===== src/rtl/rah_pkg.sv =====
// ----------------------------------------------------------------------------
// rah_pkg
// Shared types and codes for the reference-counted handle allocator.
// ----------------------------------------------------------------------------
package rah_pkg;

    // Fixed field widths of the request and response words
    localparam int REQ_W    = 3;
    localparam int VTYPE_W  = 3;
    localparam int HANDLE_W = 10;
    localparam int STATUS_W = 3;
    localparam int COUNT_W  = 16;

    // Request codes
    localparam logic [REQ_W-1:0] REQ_ALLOC  = 3'd0;
    localparam logic [REQ_W-1:0] REQ_COPY   = 3'd1;
    localparam logic [REQ_W-1:0] REQ_REF    = 3'd2;
    localparam logic [REQ_W-1:0] REQ_UNREF  = 3'd3;
    localparam logic [REQ_W-1:0] REQ_LOOKUP = 3'd4;

    // Status codes
    localparam logic [STATUS_W-1:0] ST_OK        = 3'd0;
    localparam logic [STATUS_W-1:0] ST_RELEASED  = 3'd1;
    localparam logic [STATUS_W-1:0] ST_NO_HANDLE = 3'd2;
    localparam logic [STATUS_W-1:0] ST_EXHAUSTED = 3'd3;
    localparam logic [STATUS_W-1:0] ST_REFUSED   = 3'd4;

    // Type tags with special handling
    localparam logic [VTYPE_W-1:0] TY_CLASS    = 3'd5;
    localparam logic [VTYPE_W-1:0] TY_FUNCTION = 3'd6;

    // Classified operations passed from front to back
    localparam logic [2:0] OP_ALLOC  = 3'd0;
    localparam logic [2:0] OP_COPY   = 3'd1;
    localparam logic [2:0] OP_REF    = 3'd2;
    localparam logic [2:0] OP_UNREF  = 3'd3;
    localparam logic [2:0] OP_LOOKUP = 3'd4;
    localparam logic [2:0] OP_REFUSE = 3'd5;
    localparam logic [2:0] OP_BAD    = 3'd6;

    // Command queue geometry
    localparam int CMDQ_DEPTH = 2;
    localparam int CMDQ_PTR_W = 1;

    typedef struct packed {
        logic [2:0]          op;
        logic [VTYPE_W-1:0]  var_type;
        logic                make_constant;
        logic [HANDLE_W-1:0] handle;
    } t_cmd;

endpackage


===== src/rtl/rah_if.sv =====
// ----------------------------------------------------------------------------
// rah_if
// Valid/ready channels carrying request and response words.
// ----------------------------------------------------------------------------
interface rah_req_if;
    logic                             valid;
    logic                             ready;
    logic [rah_pkg::REQ_W-1:0]        req_type;
    logic [rah_pkg::VTYPE_W-1:0]      var_type;
    logic                             make_constant;
    logic [rah_pkg::HANDLE_W-1:0]     handle;

    modport source (output valid, req_type, var_type, make_constant, handle,
                    input ready);
    modport sink   (input valid, req_type, var_type, make_constant, handle,
                    output ready);
endinterface



===== src/rtl/rah_front.sv =====
// ----------------------------------------------------------------------------
// rah_front
// Accepts request words and classifies them into back-end commands:
// refused allocations, unknown requests and out-of-range handles are
// resolved here so the back end sees a single operation code.
// ----------------------------------------------------------------------------
module rah_front #(
    parameter int NUM_HANDLES = 1024
) (
    rah_req_if.sink          i_req,
    output logic             o_cmd_valid,
    input  logic             i_cmd_ready,
    output rah_pkg::t_cmd    o_cmd
);

    localparam logic [16:0] NH = 17'(NUM_HANDLES);

    logic handle_bad;

    // Handle 0 is reserved; anything at or past the table size is unknown
    assign handle_bad = (i_req.handle == '0) || (17'(i_req.handle) >= NH);

    // Decode request into an operation
    always_comb begin
        o_cmd.var_type      = i_req.var_type;
        o_cmd.make_constant = i_req.make_constant;
        o_cmd.handle        = i_req.handle;
        o_cmd.op            = rah_pkg::OP_BAD;
        unique case (i_req.req_type)
            rah_pkg::REQ_ALLOC: begin
                if (i_req.var_type >= rah_pkg::TY_FUNCTION)
                    o_cmd.op = rah_pkg::OP_REFUSE;
                else
                    o_cmd.op = rah_pkg::OP_ALLOC;
            end
            rah_pkg::REQ_COPY:   o_cmd.op = handle_bad ? rah_pkg::OP_BAD : rah_pkg::OP_COPY;
            rah_pkg::REQ_REF:    o_cmd.op = handle_bad ? rah_pkg::OP_BAD : rah_pkg::OP_REF;
            rah_pkg::REQ_UNREF:  o_cmd.op = handle_bad ? rah_pkg::OP_BAD : rah_pkg::OP_UNREF;
            rah_pkg::REQ_LOOKUP: o_cmd.op = handle_bad ? rah_pkg::OP_BAD : rah_pkg::OP_LOOKUP;
            default:             o_cmd.op = rah_pkg::OP_BAD;
        endcase
    end

    // Handshake passes straight to the command queue
    assign o_cmd_valid = i_req.valid;
    assign i_req.ready = i_cmd_ready;

endmodule


===== src/flat_wrapper.sv =====
// flat-port wrapper written by rule: the top's interface ports become plain ports
module rah_front_flat 
#(
    parameter int NUM_HANDLES = 1024
)
  (o_cmd_valid, i_cmd_ready, o_cmd, i_req_valid, i_req_req_type, i_req_var_type, i_req_make_constant, i_req_handle, i_req_ready);
  rah_req_if i_req_i ();
  output logic o_cmd_valid;
  input  logic i_cmd_ready;
  output rah_pkg::t_cmd o_cmd;
  input wire logic [$bits(i_req_i.valid)-1:0] i_req_valid;
  input wire logic [$bits(i_req_i.req_type)-1:0] i_req_req_type;
  input wire logic [$bits(i_req_i.var_type)-1:0] i_req_var_type;
  input wire logic [$bits(i_req_i.make_constant)-1:0] i_req_make_constant;
  input wire logic [$bits(i_req_i.handle)-1:0] i_req_handle;
  output wire logic [$bits(i_req_i.ready)-1:0] i_req_ready;
  assign i_req_i.valid = i_req_valid;
  assign i_req_i.req_type = i_req_req_type;
  assign i_req_i.var_type = i_req_var_type;
  assign i_req_i.make_constant = i_req_make_constant;
  assign i_req_i.handle = i_req_handle;
  assign i_req_ready = i_req_i.ready;
  rah_front #(.NUM_HANDLES(NUM_HANDLES)) u_core (.i_req(i_req_i), .o_cmd_valid(o_cmd_valid), .i_cmd_ready(i_cmd_ready), .o_cmd(o_cmd));
endmodule

===== config.mk =====
export PLATFORM = sky130hd
export DESIGN_NAME = rah_front_flat
export DESIGN_NICKNAME = d
export VERILOG_FILES = /design/src/rtl/rah_pkg.sv /design/src/rtl/rah_if.sv /design/src/rtl/rah_front.sv /design/src/flat_wrapper.sv
export SDC_FILE = /design/constraint.sdc
export NUM_CORES = 1
export LEC_CHECK = 0
export BUFFER_PORTS_ARGS = -buffer_cell sky130_fd_sc_hd__buf_2
export CAP_MARGIN = 30
export CORE_AREA = 2 2 39 41
export DETAILED_ROUTE_END_ITERATION = 10
export DIE_AREA = 0 0 41 43
export PLACE_DENSITY_LB_ADDON = 0.05
export SLEW_MARGIN = 20
export SYNTH_ARGS = -nofsm -noshare
export SYNTH_HDL_FRONTEND = slang
export SYNTH_SLANG_ARGS = --single-unit

===== constraint.sdc =====
create_clock -name vclk -period 1.23
set_input_delay 0.0615 -clock vclk [all_inputs]
set_output_delay 0.0615 -clock vclk [all_outputs]
set_load 0.005 [all_outputs]

; Word level (Yosys, flattened, before mapping)
; Cells that the tools add are included.
[classes]
magnitude_cmp = 1
n_eq_ne = 4
mux = 6
n_reduce_logical = 2
[ops]
columns = operator, n
row1 = $pmux W3 S5, 1
row2 = $mux W3, 4
row3 = $logic_not A10 Y1, 1
row4 = $eq A3 B2 Y1 const B, 2
row5 = $eq A3 B1 Y1 const B, 1
row6 = $eq A3 B3 Y1 const B, 1
row7 = $ge A3 B3 Y1 const B, 1
row8 = $logic_not A3 Y1, 1
row9 = $mux W2, 1
[word_totals]
register_bits = 0
input_bits = 19
word_cells = 13

; Longest topological paths before layout
[logic_depth]
depth_word = 3
mapped_depth = 3

; Least setup slack after synthesis
; No wires, ideal clock.
[synth_timing]
path_kind = input -> output
start = input port i_req_handle[7]
end = output port o_cmd[16] in the netlist's numbering
t_arrival_ps = 613
setup_slack_ps = 555
path_stages = 3
path_buffers = 0
path_cell_list = nor4_2 -> nand3_1 -> o21ai_1
[synth_rtl]
columns = item, line_no
row1 = from (decl), flat_wrapper.sv:15  ; input wire logic [$bits(i_req_i.handle)-1:0] i_req_handle;
row2 = to (decl), flat_wrapper.sv:10  ; output rah_pkg::t_cmd o_cmd;

==> impl_results.md <==
* Number of global-route vias before repair at between 150 and 200
* Mapped Nets at 48
* Peak supply drop at ~38 uV
* Layout area overhead at 24.2%
* Dpl cell area at approximately 260 sq um
* Crit-path max FO at 2
* First-pass GRT wire length at between 700 and 800 um
* # setup viols final at 0
* Dominant cells by area after synthesis: buf_4 58%, nor4_2 12%, nand3_1 4.8%
* XOR/XNOR share of the synthesized area at 0%
* Top-level port count at 38
* Count of pins over their slew limit at 0
* Sequential cell count at 0
* Initial Util at roughly 15%
* Adder and majority gate portion of the synthesized area at 0%
* Gr usage total at between 5 and 6%
* Worst Tran Pin Value at between 0.2 and 0.3 ns
* N_diodes at 0
* Worst hold slack at approximately 0.12 ns
* Design Area, Final at between 200 and 300 sq um
* Max transition margin at roughly four fifths
* Nets at between 60 and 70
* Antenna Violating Nets Remaining at 0
* Worst hold-check path type: input pin to output pin
* Critical path required time at between 1 and 1.5 ns
* Leading area contributor after synthesis: buf_4
* Max incr delay on CP at 0.32 ns
* Post-DR wirelength/cell at 9.19 um
* Buffers added on ports at 30
* WHS Path Cells at 0
* Pleak at ~0.00014 uW
* Via count at approximately 230
* RSZ-0062 raised after global routing: false
* Netlist cell types at 11
* Drt drc at 0
* Final hold vios at 0
* GRT overflow at 0
* Most frequent cell on the critical path: buf_2
* Top-area cell type share of the netlist area at approximately 58%
* DRT iter0 DRCs at 0
* Via/cell ratio at 3.81
* Register Area at 0 sq um
* Tcrit/Tclk final at approximately 78%
* Yosys Warn Count at 0
* Most common cell in the netlist: buf_4
* Drt first pass iters at 1
* Final TNS setup at 0 ns
* # resized after CTS at 0
* P per Cell Area at a little under 300 nW/um^2
* # rows at 14
* Total wire length at around 540 um
* Compound-Gate Fraction of Synth Area at roughly 16%
* Top cells by count, synth: 16 x buf_4, 2 x nand3_1, 2 x nor2_1, 2 x nor4_2
* Cell count after synthesis at 29
* Post-synthesis cell area at 206 sq um
* Sequence of cells on the critical path: buf_2, nor4_2, nand3_1, o21ai_1, buf_2
* Hold Startpoint: i_cmd_ready
* Simple-Gate Fraction of Synth Area at between 20% and 30%
* Worst path slowest cell: nor4_2
* CP Launch Type: input pin
* Avg Cell Area, Syn at around 7.1 sq um
* Mux cell area share after synthesis at 0%
* Peak Freq at about 1000 MHz
* Outcome: complete, no violations
* Total Power Consumption at 75.1 uW
* CP endpoint kind: output pin
* Postcts setup bufs at 0
* Initial antenna violation count at 0
* Sequential area share after synthesis at 0%
* Core Area at roughly 1400 sq um
* Final core occ at a little under a fifth
* Die Height at between 40 and 50 um
* Largest family of logic cells by synthesized area: buffers and inverters
* Critical path class: input pin to output pin
* Min-Delay Endpoint: i_req_ready
* Hold-fix buffers, CTS at 0
* Final worst path period need at about 0.95 ns
* Max_cap viols at 0
* Die area at ~1800 sq um
* GPL Wtd Cong at roughly 0.59
* Arrival @ worst endpoint at 0.89 ns
* Die X at a little over 40 um
* Layout clock buffers at 0
* Share of cells above drive strength 1 at ~74%
* Largest net degree at the start of global routing at 6
metal layers:
layer  track usage [%]  part of all wire (%)  up-vias
li1                  -                     -      114
met1              5.06                    27       95
met2              11.6                    60       16
met3              1.57                    13        0
met4                 0                     0        0
met5                 0                     0        -
critical path: cells and delay by family:
| family | cells | cell delay (ns) |
|---|---|---|
| buffers and inverters | 2 | 0.23 |
| AOI/OAI and AO/OA | 1 | 0.14 |
| and+or+nand+nor | 2 | 0.47 |
worst max path at each step:
| stage | start | to | slack, ns | cells after the start |
|---|---|---|---|---|
| detailed placement | i_req_handle[7] | o_cmd[16] | 0.25 | 5 |
| floorplan | i_req_handle[7] | o_cmd[16] | 0.56 | 3 |
| finish | i_req_handle[7] | o_cmd[16] | 0.28 | 5 |
| CTS | i_req_handle[7] | o_cmd[16] | 0.25 | 5 |
| global route | i_req_handle[7] | o_cmd[16] | 0.19 | 5 |
| global placement | i_req_handle[7] | o_cmd[16] | 0.28 | 5 |
final cells by class:
| cell class | count | area [sq um] |
|---|---|---|
| tap | 16 | 20.0 |
| multi-input combinational | 13 | 86.3 |
| timing repair buffer | 30 | 150 |
| fill | 166 | 1130 |
where the power goes:
part	switching (uW)	internal (uW)	total, uW
Combinational	34.1	41.0	75.1
Clock	0	0	0
Sequential	0	0	0
Total	34.1	41.0	75.1
cell usage in the layout, fill, tap and decap left out:
cell,instances
a21oi_1,1
a31oi_1,1
buf_2,30
nand2_1,1
nand3_1,2
nor2_1,2
nor2b_1,1
nor4_2,2
o2111ai_1,1
o21ai_1,1
o2bb2ai_1,1
per-stage QoR:
| stage | setup slack [ns] | cells |
|---|---|---|
| after floorplan | 0.555 | 29 |
| after global placement | 0.280 | 59 |
| after detailed placement | 0.254 | 59 |
| after CTS | 0.254 | 59 |
| after global routing | 0.186 | 59 |
| final | 0.276 | 59 |
logic make-up after synthesis:
| kind of cell | count (synthesis) |
|---|---|
| buffers and inverters | 16 |
| AOI/OAI and AO/OA | 5 |
| and+or+nand+nor | 8 |
No activity file was read; power rests on OpenSTA's default activity.
