## src/rtl/rah_pkg.sv

```systemverilog
// ----------------------------------------------------------------------------
// rah_pkg
// Shared types and codes for the reference-counted handle allocator.
// ----------------------------------------------------------------------------
package rah_pkg;

    // Fixed field widths of the request and response words
    localparam int REQ_W    = 3;
    localparam int VTYPE_W  = 3;
    localparam int HANDLE_W = 10;
    localparam int STATUS_W = 3;
    localparam int COUNT_W  = 16;

    // Request codes
    localparam logic [REQ_W-1:0] REQ_ALLOC  = 3'd0;
    localparam logic [REQ_W-1:0] REQ_COPY   = 3'd1;
    localparam logic [REQ_W-1:0] REQ_REF    = 3'd2;
    localparam logic [REQ_W-1:0] REQ_UNREF  = 3'd3;
    localparam logic [REQ_W-1:0] REQ_LOOKUP = 3'd4;

    // Status codes
    localparam logic [STATUS_W-1:0] ST_OK        = 3'd0;
    localparam logic [STATUS_W-1:0] ST_RELEASED  = 3'd1;
    localparam logic [STATUS_W-1:0] ST_NO_HANDLE = 3'd2;
    localparam logic [STATUS_W-1:0] ST_EXHAUSTED = 3'd3;
    localparam logic [STATUS_W-1:0] ST_REFUSED   = 3'd4;

    // Type tags with special handling
    localparam logic [VTYPE_W-1:0] TY_CLASS    = 3'd5;
    localparam logic [VTYPE_W-1:0] TY_FUNCTION = 3'd6;

    // Classified operations passed from front to back
    localparam logic [2:0] OP_ALLOC  = 3'd0;
    localparam logic [2:0] OP_COPY   = 3'd1;
    localparam logic [2:0] OP_REF    = 3'd2;
    localparam logic [2:0] OP_UNREF  = 3'd3;
    localparam logic [2:0] OP_LOOKUP = 3'd4;
    localparam logic [2:0] OP_REFUSE = 3'd5;
    localparam logic [2:0] OP_BAD    = 3'd6;

    // Command queue geometry
    localparam int CMDQ_DEPTH = 2;
    localparam int CMDQ_PTR_W = 1;

    typedef struct packed {
        logic [2:0]          op;
        logic [VTYPE_W-1:0]  var_type;
        logic                make_constant;
        logic [HANDLE_W-1:0] handle;
    } t_cmd;

endpackage

```

## src/rtl/rah_cmdq.sv

```systemverilog
// ----------------------------------------------------------------------------
// rah_cmdq
// Two-entry command queue decoupling the front end from the back end.
// ----------------------------------------------------------------------------
module rah_cmdq (
    input  logic             i_clk,
    input  logic             i_rst_n,
    input  logic             i_valid,
    output logic             o_ready,
    input  rah_pkg::t_cmd    i_cmd,
    output logic             o_valid,
    input  logic             i_ready,
    output rah_pkg::t_cmd    o_cmd
);

    rah_pkg::t_cmd                  r_slot [rah_pkg::CMDQ_DEPTH];
    logic [rah_pkg::CMDQ_PTR_W-1:0] r_wr_ptr;
    logic [rah_pkg::CMDQ_PTR_W-1:0] r_rd_ptr;
    logic [rah_pkg::CMDQ_PTR_W:0]   r_count;
    logic                           push;
    logic                           pop;

    assign o_ready = (r_count != (rah_pkg::CMDQ_PTR_W+1)'(rah_pkg::CMDQ_DEPTH));
    assign o_valid = (r_count != '0);
    assign o_cmd   = r_slot[r_rd_ptr];
    assign push    = i_valid && o_ready;
    assign pop     = o_valid && i_ready;

    // Storage, no reset needed
    always_ff @(posedge i_clk) begin
        if (push)
            r_slot[r_wr_ptr] <= i_cmd;
    end

    // Pointers and fill level
    always_ff @(posedge i_clk) begin
        if (!i_rst_n) begin
            r_wr_ptr <= '0;
            r_rd_ptr <= '0;
            r_count  <= '0;
        end else begin
            if (push)
                r_wr_ptr <= r_wr_ptr + 1'b1;
            if (pop)
                r_rd_ptr <= r_rd_ptr + 1'b1;
            if (push && !pop)
                r_count <= r_count + 1'b1;
            else if (pop && !push)
                r_count <= r_count - 1'b1;
        end
    end

    a_count_bound: assert property (@(posedge i_clk) disable iff (!i_rst_n)
        r_count <= (rah_pkg::CMDQ_PTR_W+1)'(rah_pkg::CMDQ_DEPTH))
        else $error("cmdq: fill level past depth");

    a_ptr_gap: assert property (@(posedge i_clk) disable iff (!i_rst_n)
        (r_count == '0 || r_count == (rah_pkg::CMDQ_PTR_W+1)'(rah_pkg::CMDQ_DEPTH))
        |-> r_wr_ptr == r_rd_ptr)
        else $error("cmdq: pointers disagree with fill level");

endmodule

```

## config.mk

```make
export PLATFORM = sky130hd
export DESIGN_NAME = rah_cmdq
export DESIGN_NICKNAME = d
export VERILOG_FILES = /design/src/rtl/rah_pkg.sv /design/src/rtl/rah_cmdq.sv
export SDC_FILE = /design/constraint.sdc
export NUM_CORES = 1
export LEC_CHECK = 0
export BUFFER_PORTS_ARGS = -buffer_cell sky130_fd_sc_hd__clkbuf_2
export CORE_UTILIZATION = 54
export DETAILED_ROUTE_END_ITERATION = 8
export PLACE_DENSITY = 0.92
export SKIP_CTS_REPAIR_TIMING = 1
export SLEW_MARGIN = 20
export SYNTH_ARGS = -nofsm -noshare
export SYNTH_HDL_FRONTEND = slang
export SYNTH_SLANG_ARGS = --single-unit
```

## constraint.sdc

```tcl
create_clock -name i_clk -period 2.25 [get_ports i_clk]
set_clock_uncertainty 0.05 [all_clocks]
set_input_delay 0.45 -clock i_clk [delete_from_list [all_inputs] [get_ports i_clk]]
set_output_delay 0.45 -clock i_clk [all_outputs]
set_load 0.005 [all_outputs]
```

# Word level (Yosys, flattened, before mapping)
# Memory sizes are Yosys's and may differ from the RTL's. A register that Yosys moved wholly into a read port is not among the register bits.
# Cells that the tools add are included.
[word_totals]
mem_bits_rw = 34
regBits = 4
memories = 1
rom_bits = 0
wordCells = 23
latch_bits = 0
[classes]
n_shift = 0
eq_ne = 1
magnitude_cmp = 0
div = 0
mul = 0
mux = 6
n_addsub = 4
bitwise_logic = 0
n_reduce_logical = 8
[memory_table]
columns = ["name", "depth", "width", "rd", "rd_ports_with_merged_regs", "wr", "line_no", "source"]
rows = [
  ["r_slot", 2, 17, 1, 1, 1, "rah_cmdq.sv:16", "rah_pkg::t_cmd r_slot [rah_pkg::CMDQ_DEPTH];"],
]
[ops]
columns = ["cell", "count"]
rows = [
  ["logical AND 1 bit", 4],
  ["two-way mux 1 bit", 4],
  ["two-way mux 2 bit", 2],
  ["nonzero test 2 bit", 2],
  ["adder 1 bit, second input constant", 2],
  ["adder 2 x 1 -> 2 bit, second input constant", 1],
  ["zero test 1 bit", 2],
  ["inequality test 2 bit, second input constant", 1],
  ["subtractor 2 x 1 -> 2 bit, second input constant", 1],
]

# Depth between registers and ports, before layout
# Gate-level depths: netlist of run 1.
[depth]
word_depth = 6
mapped_depth = 6

# Worst setup path after synthesis of run 1
# OpenSTA, ideal clock, no wires.
[synth_path]
kind = "register to register"
startpoint = "register r_count[0] (netlist bit)"
endpoint = "register r_count[1] (netlist bit)"
required_time_ps = 2130
arrival_time_ps = 1416
path_stages_with_launch = 6
path_slack_ps = 714
cell_sequence = "dfxtp_1 nand2b_4 and2_1 ha_1 or3_1 a21boi_1"
[synth_via]
elab_chain_cells = 5
[synth_lines]
columns = ["item", "line_no", "source"]
rows = [
  ["from (decl)", "rah_cmdq.sv:19", "logic [rah_pkg::CMDQ_PTR_W:0] r_count;"],
  ["from (signal assigned)", "rah_cmdq.sv:47", "r_count <= r_count + 1'b1;"],
  ["from (signal assigned)", "rah_cmdq.sv:49", "r_count <= r_count - 1'b1;"],
  ["inequality test 2 bit (*)", "rah_cmdq.sv:23", "assign o_ready = (r_count != (rah_pkg::CMDQ_PTR_W+1)'(rah_pkg::CMDQ_DEPTH));"],
  ["via o_ready", "rah_cmdq.sv:9", "output logic o_ready,"],
  ["logical AND 1 bit (*)", "rah_cmdq.sv:26", "assign push = i_valid && o_ready;"],
  ["via push", "rah_cmdq.sv:20", "logic push;"],
  ["zero test 1 bit", "rah_cmdq.sv:48", "else if (pop && !push)"],
  ["logical AND 1 bit", "rah_cmdq.sv:48", ""],
  ["nonzero test 2 bit (no source line)", "-", ""],
]
# The timed path passes the listed nets; every way through them passes the cells marked *. The select of a mux whose other input is x is not followed.
# A chain may end at the register's enable or synchronous reset.

==> impl_results.md, run 1 <==
* Critical Path RT at 1.75 ns
* Part of the Yosys area used for sequential elements at 0.7639
* Via density at 5.136
* Gate Count Post-Synth at 77
* Ports at 40
* Synthesized flop and latch total at 39
* Maximum clock frequency at 540.0 MHz
* Initial DRC count at 8
* Period utilization at 0.8231
* Slew margin rel. at 0.5570
* Num CTS Buffers at 5
* Worst min-delay path startpoint: i_cmd[9]
* Crit path buf inv count at 2
* Setup crit start kind: flop
* CP Capture Type: primary output
* Pwr/cell area at 1025 nW/µm²
* Yosys cell types at 20
* Crit path max-delay family: multiplexers
* Leakage Power at 0.6924 nW
* Largest net degree at the start of global routing at 18
* Clock insertion delay at the later pin of the skew report at 0.33 ns
* Worst Hold End: r_slot[0][9]$_DFFE_PP_
* Hold path depth at 1
* Post-Route WL at 2.143 mm
* Syn-to-layout area delta at 20.12%
* Sw Pwr at 0.4704 mW
* Cell Area, Synth at 1468 µm²
* Unrepaired setup endpoints after global routing: false
* Gate power share at 0.275
* Hold Vio Cnt, Final at 0
* Min Tclk post-route at 1.852 ns
* WL/cell at 13.92 µm
* Via count at 791
* Syn. warnings at 0
* Worst-path cell chain: buf_4, mux2_2, clkbuf_2
* Core Area at 2522 µm²
* Synth Net Count at 99
* Max Cap Viol at 0
* TritonCTS clock tree: yes
* Max Slew Vio Count at 0
* Gr usage total at 0.1709
* Clock buffer depth at 2
* Die ar. at 2931 µm²
* Status: finished, final reports clean
* First-pass GRT wire length at 3.332 mm
* Min-delay worst type: in2reg
* GPL Wtd Cong at 0.5884
* Ant. Diodes at 0
* Detail Route Antenna Nets at 0
* CTS sink count at 39
* Layout cells sized above 1 at 0.5484
* Mean Syn Cell Area at 19.06 µm²
* Register-to-register setup slack at 0.60 ns
* Worst Reg2Reg Path Length in Cells at 5
* Register share of total power at 0.528
* Clk slew on worst S/H paths at 0.11 ns
* H-tree depth at 2
* Final Core Density at 0.6989
* Net Sw Frac at 0.2604
* Starting Density at 0.5818
* Final Net Count at 145
* Crit Path Max Fanout at 17
* Root Buffer: clkbuf_4
* Setup CP Type: reg2out
* Chip width at 54.14 µm
* Buffers on Ports at 39
* CP arrival at 1.35 ns
* Most common cell after layout, fill and taps aside: clkbuf_2
* # DRC at 0
* Final Power at 1.806 mW
* GRT overflow at 0
* CP peak stage delay at 0.37 ns
* Vias in the first global route at 716
* Fin Setup TNS at 0 ns
* Rows at 18
* Final setup viols at 0
* Initial antenna violation count at 0
* Worst Tran Pin Value at 0.6638 ns
* Clk pwr share at 0.197
* Slowest-stage cell, CP: mux2_2
* Drt pass-1 iters at 4
* Worst reg2reg startpoint: r_count[0]$_SDFFE_PN0P_
* Die height at 54.14 µm
* Critical Path Stages at 3
* Int Power at 1.336 mW
* VDD IR max at 0.0006950 V
* Commonest non-fill, non-tap cells in the layout: clkbuf_2 (39), edfxtp_1 (34), mux2_2 (17)
* Reg-to-reg endpoint: r_count[1]$_SDFFE_PN0P_
[through the flow]
step	instance area (µm²)	hold WS, ns	instances	setup slack, ns
6_report	1763	0.2564	154	0.3980
5_1_grt	1763	0.2253	154	0.3012
4_1_cts	1763	0.2436	154	0.3678
3_5_place_dp	1703	0.5138	146	0.6047
3_3_place_gp	1703	0.4795	146	0.6526
2_1_floorplan	1468	0.4624	77	0.7137
[routing by layer]
metal,GRT usage,vias up,routed length [µm]
li1,-,386,-
met1,0.2060,369,862
met2,0.2663,29,1075
met3,0.06215,7,162
met4,0.08974,0,43
met5,0,-,0
[final cells by class]
class / instances / area [µm²]
fill: 178 / 759.5
sequential: 39 / 1121
timing repair buffer: 41 / 210.2
inverter: 1 / 3.754
multi-input combinational: 35 / 330.3
tap: 30 / 37.54
clock buffer: 7 / 55.05
clock inverter: 1 / 5.005
[cells in the mapped netlist]
cell type / number / share of area
buf_4: 1 / 0.0051
nand3b_1: 1 / 0.0051
nand2b_4: 1 / 0.0094
o21ai_1: 1 / 0.0034
a21boi_1: 1 / 0.0051
inv_1: 1 / 0.0026
a21bo_2: 1 / 0.0068
and3_1: 1 / 0.0043
ha_1: 1 / 0.0085
a21boi_0: 1 / 0.0051
o21ai_0: 1 / 0.0034
edfxtp_1: 34 / 0.70
buf_2: 1 / 0.0034
or2_2: 1 / 0.0043
xor2_1: 1 / 0.0060
dfxtp_1: 5 / 0.068
mux2_2: 17 / 0.13
xnor2_1: 2 / 0.012
and2_1: 4 / 0.017
or3_1: 1 / 0.0043
[how the worst max path moves through the flow]
stage / to / slack (ns) / from
final: o_cmd[11] / 0.40 / flop
after global routing: o_cmd[11] / 0.30 / flop
after CTS: o_cmd[11] / 0.37 / flop
after detailed placement: r_count[1]$_SDFFE_PN0P_ / 0.60 / i_valid
after global placement: r_count[1]$_SDFFE_PN0P_ / 0.65 / i_valid
after floorplan: r_count[1]$_SDFFE_PN0P_ / 0.71 / r_count[0]$_SDFFE_PN0P_
[kinds of logic after synthesis]
kind of cell               after synthesis  synth area share
DFF                                     39            0.7639
muxes                                   17            0.1304
and+or+nand+nor                          9           0.04434
AOI/OAI and AO/OA                        5           0.02387
xor gates and xnor gates                 3           0.01791
buffers and inverters                    3           0.01108
adders and majority gates                1          0.008524
[power groups by stage]
stage               Clock (mW)  Sequential [mW]  Combinational, mW
finish                   0.355            0.954              0.497
global placement             0            0.962              0.491
CTS                      0.362            0.955              0.509
detailed placement           0            0.972              0.505
global route             0.397            0.966              0.558
floorplan                    0            0.958              0.333
[sequential cells by signal, summed over array words and instances (netlist names), named ones only]
name,count
r_wr_ptr,1
r_count,2
r_slot,34
r_rd_ptr,1
[worst reg2reg max path, cell delays in order, from the launching register on]
cell	delay (ns)
dfxtp_1	0.37
nand2b_4	0.18
and2_1	0.16
ha_1	0.32
or3_1	0.36
a21boi_1	0.15
Note: power is estimated with default switching activity, not from simulation.
==> inputs of run 2 (changes only) <==
- CORE_UTILIZATION: 54 -> 45
- PLACE_DENSITY: 0.92 -> 0.83
- clock period: 2.25 -> 1.6 ns (I/O delays scaled with it)
==> impl_results.md, run 2 (same netlist as run 1, synthesis figures left out) <==
* Via count at 834
* Initial antenna violation count at 0
* First-pass GRT wire length at 3.491 mm
* Ant. Diodes at 0
* Non-filler instance count after layout at 173
* TritonCTS clock tree: yes
* Die ar. at 3494 µm²
* Final setup viols at 17
* Post-route cell area at 1976 µm²
* Chip width at 59.11 µm
* Initial DRC count at 19
* Via density at 4.821
* Slew margin rel. at 0.7952
* Largest net degree at the start of global routing at 14
* Min-delay worst type: in2reg
* Final Core Density at 0.6419
* Setup CP Type: reg2out
* CTS sink count at 39
* Clock insertion delay at the later pin of the skew report at 0.35 ns
* Clock buffer depth at 2
* Maximum clock frequency at 603.2 MHz
* Syn-to-layout area delta at 34.61%
* GPL Wtd Cong at 0.6909
* Setup crit start kind: flop
* Most flops, register: r_slot
* Drt pass-1 iters at 4
* Detail Route Antenna Nets at 0
* Min Tclk post-route at 1.658 ns
* Int Power at 2.346 mW
* Sw Pwr at 0.7651 mW
* DP HPWL at 1.651 mm
* Die height at 59.11 µm
* Hold path depth at 1
* Worst Reg2Reg Path Length in Cells at 6
* Core Area at 3078 µm²
* Net Sw Frac at 0.2459
* Max reg flops at 34
* Unrepaired setup endpoints after global routing: true
* Final Net Count at 150
* H-tree depth at 2
* Root Buffer: clkbuf_4
* Vias in the first global route at 788
* Rows at 20
* Clk pwr share at 0.256
* Clk slew on worst S/H paths at 0.12 ns
* WL/cell at 14.35 µm
* Leakage Power at 0.8053 nW
* Max Cap Viol at 0
* Crit Path Max Fanout at 6
* Leading registers by flop count: r_slot x34, r_count x2
* VDD IR max at 0.001098 V
* Most common cell after layout, fill and taps aside: clkbuf_2
* Failing checks: setup timing
* CP Capture Type: primary output
* Gr usage total at 0.1463
* Cell Area, Placed at 1750 µm²
* Gate power share at 0.302
* Max Slew Vio Count at 0
* GRT overflow at 0
* CP arrival at 1.29 ns
* Final setup margin at -0.05772 ns
* Num CTS Buffers at 5
* Pwr/cell area at 1575 nW/µm²
* Critical Path RT at 1.23 ns
* # DRC at 0
* Pre-CTS setup slack at -0.05393 ns
* Layout cells sized above 1 at 0.6124
* Placed Cells at 164
* Commonest non-fill, non-tap cells in the layout: clkbuf_2 (38), edfxtp_1 (34), mux2_4 (17)
* Starting Density at 0.4768
* Status: finished, violations left
* Post-Route WL at 2.483 mm
* Buffers on Ports at 39
* Register share of total power at 0.442
* Period utilization at 1.036
* Hold Vio Cnt, Final at 0
* Worst Tran Pin Value at 0.3051 ns
* Ports at 40
## run 2: final cells by class
class,instances,area (µm²)
multi-input cells,35,409.1
clock inverters,3,67.56
inverters,1,3.754
fillers,249,1102
well taps,44,55.05
repair buffers,46,272.8
flip-flops and latches,39,1130
clock buffers,5,37.54
## run 2: per-layer routing
layer	track usage	up-vias	wire, µm
met2	0.2354	30	1312
met5	0	-	0
met3	0.05240	6	132
met4	0.1020	0	52
li1	-	394	-
met1	0.1613	404	987
## run 2: critical path, cell delays in order (launching register included)
cell      delay, ns
dfxtp_4        0.39
buf_8          0.13
mux2_4         0.31
clkbuf_2       0.11
## run 2: power by group through the flow
stage / clock, mW / sequential (mW) / combinational (mW)
5_1_grt: 0.864 / 1.39 / 1.02
2_1_floorplan: 0 / 1.35 / 0.468
6_report: 0.797 / 1.38 / 0.938
4_1_cts: 0.820 / 1.34 / 0.758
3_5_place_dp: 0 / 1.37 / 0.755
3_3_place_gp: 0 / 1.35 / 0.727
## run 2: worst paths after layout
path / from / endpoint / slack [ns]
hold / removal: i_cmd[11] / r_slot[1][11]$_DFFE_PP_ / 0.11
hold reg to reg: r_count[1]$_SDFFE_PN0P_ / r_count[1]$_SDFFE_PN0P_ / 0.51
setup reg to reg: r_count[0]$_SDFFE_PN0P_ / r_count[1]$_SDFFE_PN0P_ / 0.04
setup / recovery: flop / o_cmd[4] / -0.06
## run 2: stage by stage
stage	hold WS (ns)	TNS, ns	power, mW
floorplan	0.3689	0	1.816
global placement	0.4599	0	2.079
detailed placement	0.4656	-0.05393	2.120
CTS	0.09072	-1.991	2.921
global route	0.08269	-1.851	3.273
finish	0.1065	-0.8627	3.111
==> inputs of run 3 (changes only) <==
- CAP_MARGIN: default -> 20
- CORE_MARGIN: default -> 5
==> impl_results.md, run 3 (same netlist as run 1, synthesis figures left out) <==
* Status: finished, violations left
* Failing checks: setup timing
* GPL Wtd Cong at 0.7097
* Slew margin rel. at 0.8422
* First-pass GRT wire length at 3.960 mm
* Critical Path Stages at 3
* Initial antenna violation count at 0
* Die ar. at 4504 µm²
* DP HPWL at 1.825 mm
* Final Core Density at 0.6367
* Max Slew Vio Count at 0
* Period utilization at 1.047
* Clk slew on worst S/H paths at 0.12 ns
* Clock buffer depth at 2
* Critical Path RT at 1.23 ns
* Die height at 67.11 µm
* Num CTS Buffers at 5
* Crit path buf inv count at 2
* VDD IR max at 0.0009363 V
* Detail Route Antenna Nets at 0
* Leading registers by flop count: r_slot x34, r_count x2
* Most common cell after layout, fill and taps aside: clkbuf_2
* GRT overflow at 0
* Placed Cells at 163
* H-tree depth at 2
* Unrepaired setup endpoints after global routing: true
* Leakage Power at 0.8036 nW
* Rows at 20
* Worst Reg2Reg Path Length in Cells at 5
* Ant. Diodes at 0
* CP Capture Type: primary output
* Starting Density at 0.4730
* Commonest non-fill, non-tap cells in the layout: clkbuf_2 (39), edfxtp_1 (34), mux2_4 (17)
* Via count at 834
* Gr usage total at 0.1263
* Slowest-stage cell, CP: dfxtp_4
* Core Area at 3103 µm²
* CP peak stage delay at 0.41 ns
* Final setup margin at -0.07551 ns
* WL/cell at 15.69 µm
* TritonCTS clock tree: yes
* Via density at 4.821
* Min Tclk post-route at 1.676 ns
* Layout cells sized above 1 at 0.6279
* Non-filler instance count after layout at 173
* Setup crit start kind: flop
* Syn-to-layout area delta at 34.61%
* Post-Route WL at 2.715 mm
* Hold Vio Cnt, Final at 0
* Pwr/cell area at 1535 nW/µm²
* Final Net Count at 150
* Crit path to: o_cmd[1]
* Max reg flops at 34
* Buffers on Ports at 39
* Crit path max-delay family: flip-flops
* # DRC at 0
* Crit Path Max Fanout at 8
* Clock insertion delay at the later pin of the skew report at 0.33 ns
* Max Cap Viol at 0
* Vias in the first global route at 829
* CTS sink count at 39
* Reg-to-reg endpoint: r_count[1]$_SDFFE_PN0P_
* Ports at 40
* Worst reg2reg startpoint: r_count[0]$_SDFFE_PN0P_
* Most flops, register: r_slot
* Worst-path cell chain: buf_12, mux2_4, clkbuf_2
* CP arrival at 1.31 ns
* Chip width at 67.11 µm
* Final setup viols at 17
* Fin Setup TNS at -1.006 ns
* Maximum clock frequency at 596.8 MHz
* Root Buffer: clkbuf_4
* Worst Tran Pin Value at 0.2342 ns
* Largest net degree at the start of global routing at 18
* Register-to-register setup slack at 0.06 ns
* Pre-CTS setup slack at -0.07965 ns
* Min-delay worst type: in2reg
* Initial DRC count at 31
* Drt pass-1 iters at 4
* Setup CP Type: reg2out
[run 3: cell count changes in the layout (fill, tap and decap cells not counted), sizes merged]
cell,previous run,this run
bufinv,2,1
clkinv,0,2
clkbuf,43,45
buf,8,6
clkinvlp,1,0
[run 3: metrics by stage]
| stage | power (mW) | area [µm²] | hold slack, ns |
|---|---|---|---|
| 2_1_floorplan | 1.816 | 1468 | 0.3689 |
| 3_3_place_gp | 2.097 | 1743 | 0.4596 |
| 3_5_place_dp | 2.133 | 1743 | 0.4661 |
| 4_1_cts | 2.761 | 1819 | 0.1035 |
| 5_1_grt | 3.192 | 1976 | 0.09631 |
| 6_report | 3.033 | 1976 | 0.1172 |
[run 3: final cells by class]
class	count	area, µm²
Sequential cell	39	1130
Timing Repair Buffer	46	289.0
Clock buffer	5	37.54
Tap cell	44	55.05
Multi-Input combinational cell	35	421.7
Inverter	1	3.754
Fill cell	254	1127
Clock inverter	3	38.79
[run 3: worst min-delay path by stage]
| stage | from | end | slack (ns) | depth (start not counted) |
|---|---|---|---|---|
| final | i_cmd[3] | r_slot[1][3]$_DFFE_PP_ | 0.12 | 1 |
| after global routing | i_cmd[3] | r_slot[1][3]$_DFFE_PP_ | 0.1 | 1 |
| after CTS | i_cmd[11] | r_slot[0][11]$_DFFE_PP_ | 0.10 | 1 |
| after detailed placement | i_cmd[5] | r_slot[1][5]$_DFFE_PP_ | 0.47 | 1 |
| after global placement | i_cmd[3] | r_slot[0][3]$_DFFE_PP_ | 0.46 | 1 |
| after floorplan | i_cmd[0] | r_slot[0][0]$_DFFE_PP_ | 0.37 | 0 |
[run 3: routing by layer]
metal,GRT usage,vias up,part of all wire
li1,-,392,-
met1,0.1468,409,0.40
met2,0.2061,28,0.53
met3,0.04553,5,0.063
met4,0.06076,0,0.014
met5,0,-,0
[run 3: power by group]
part	total, mW	internal (mW)	switching, mW
clock	0.625	0.322	0.304
sequential	1.37	1.29	0.0813
combinational	1.03	0.634	0.400
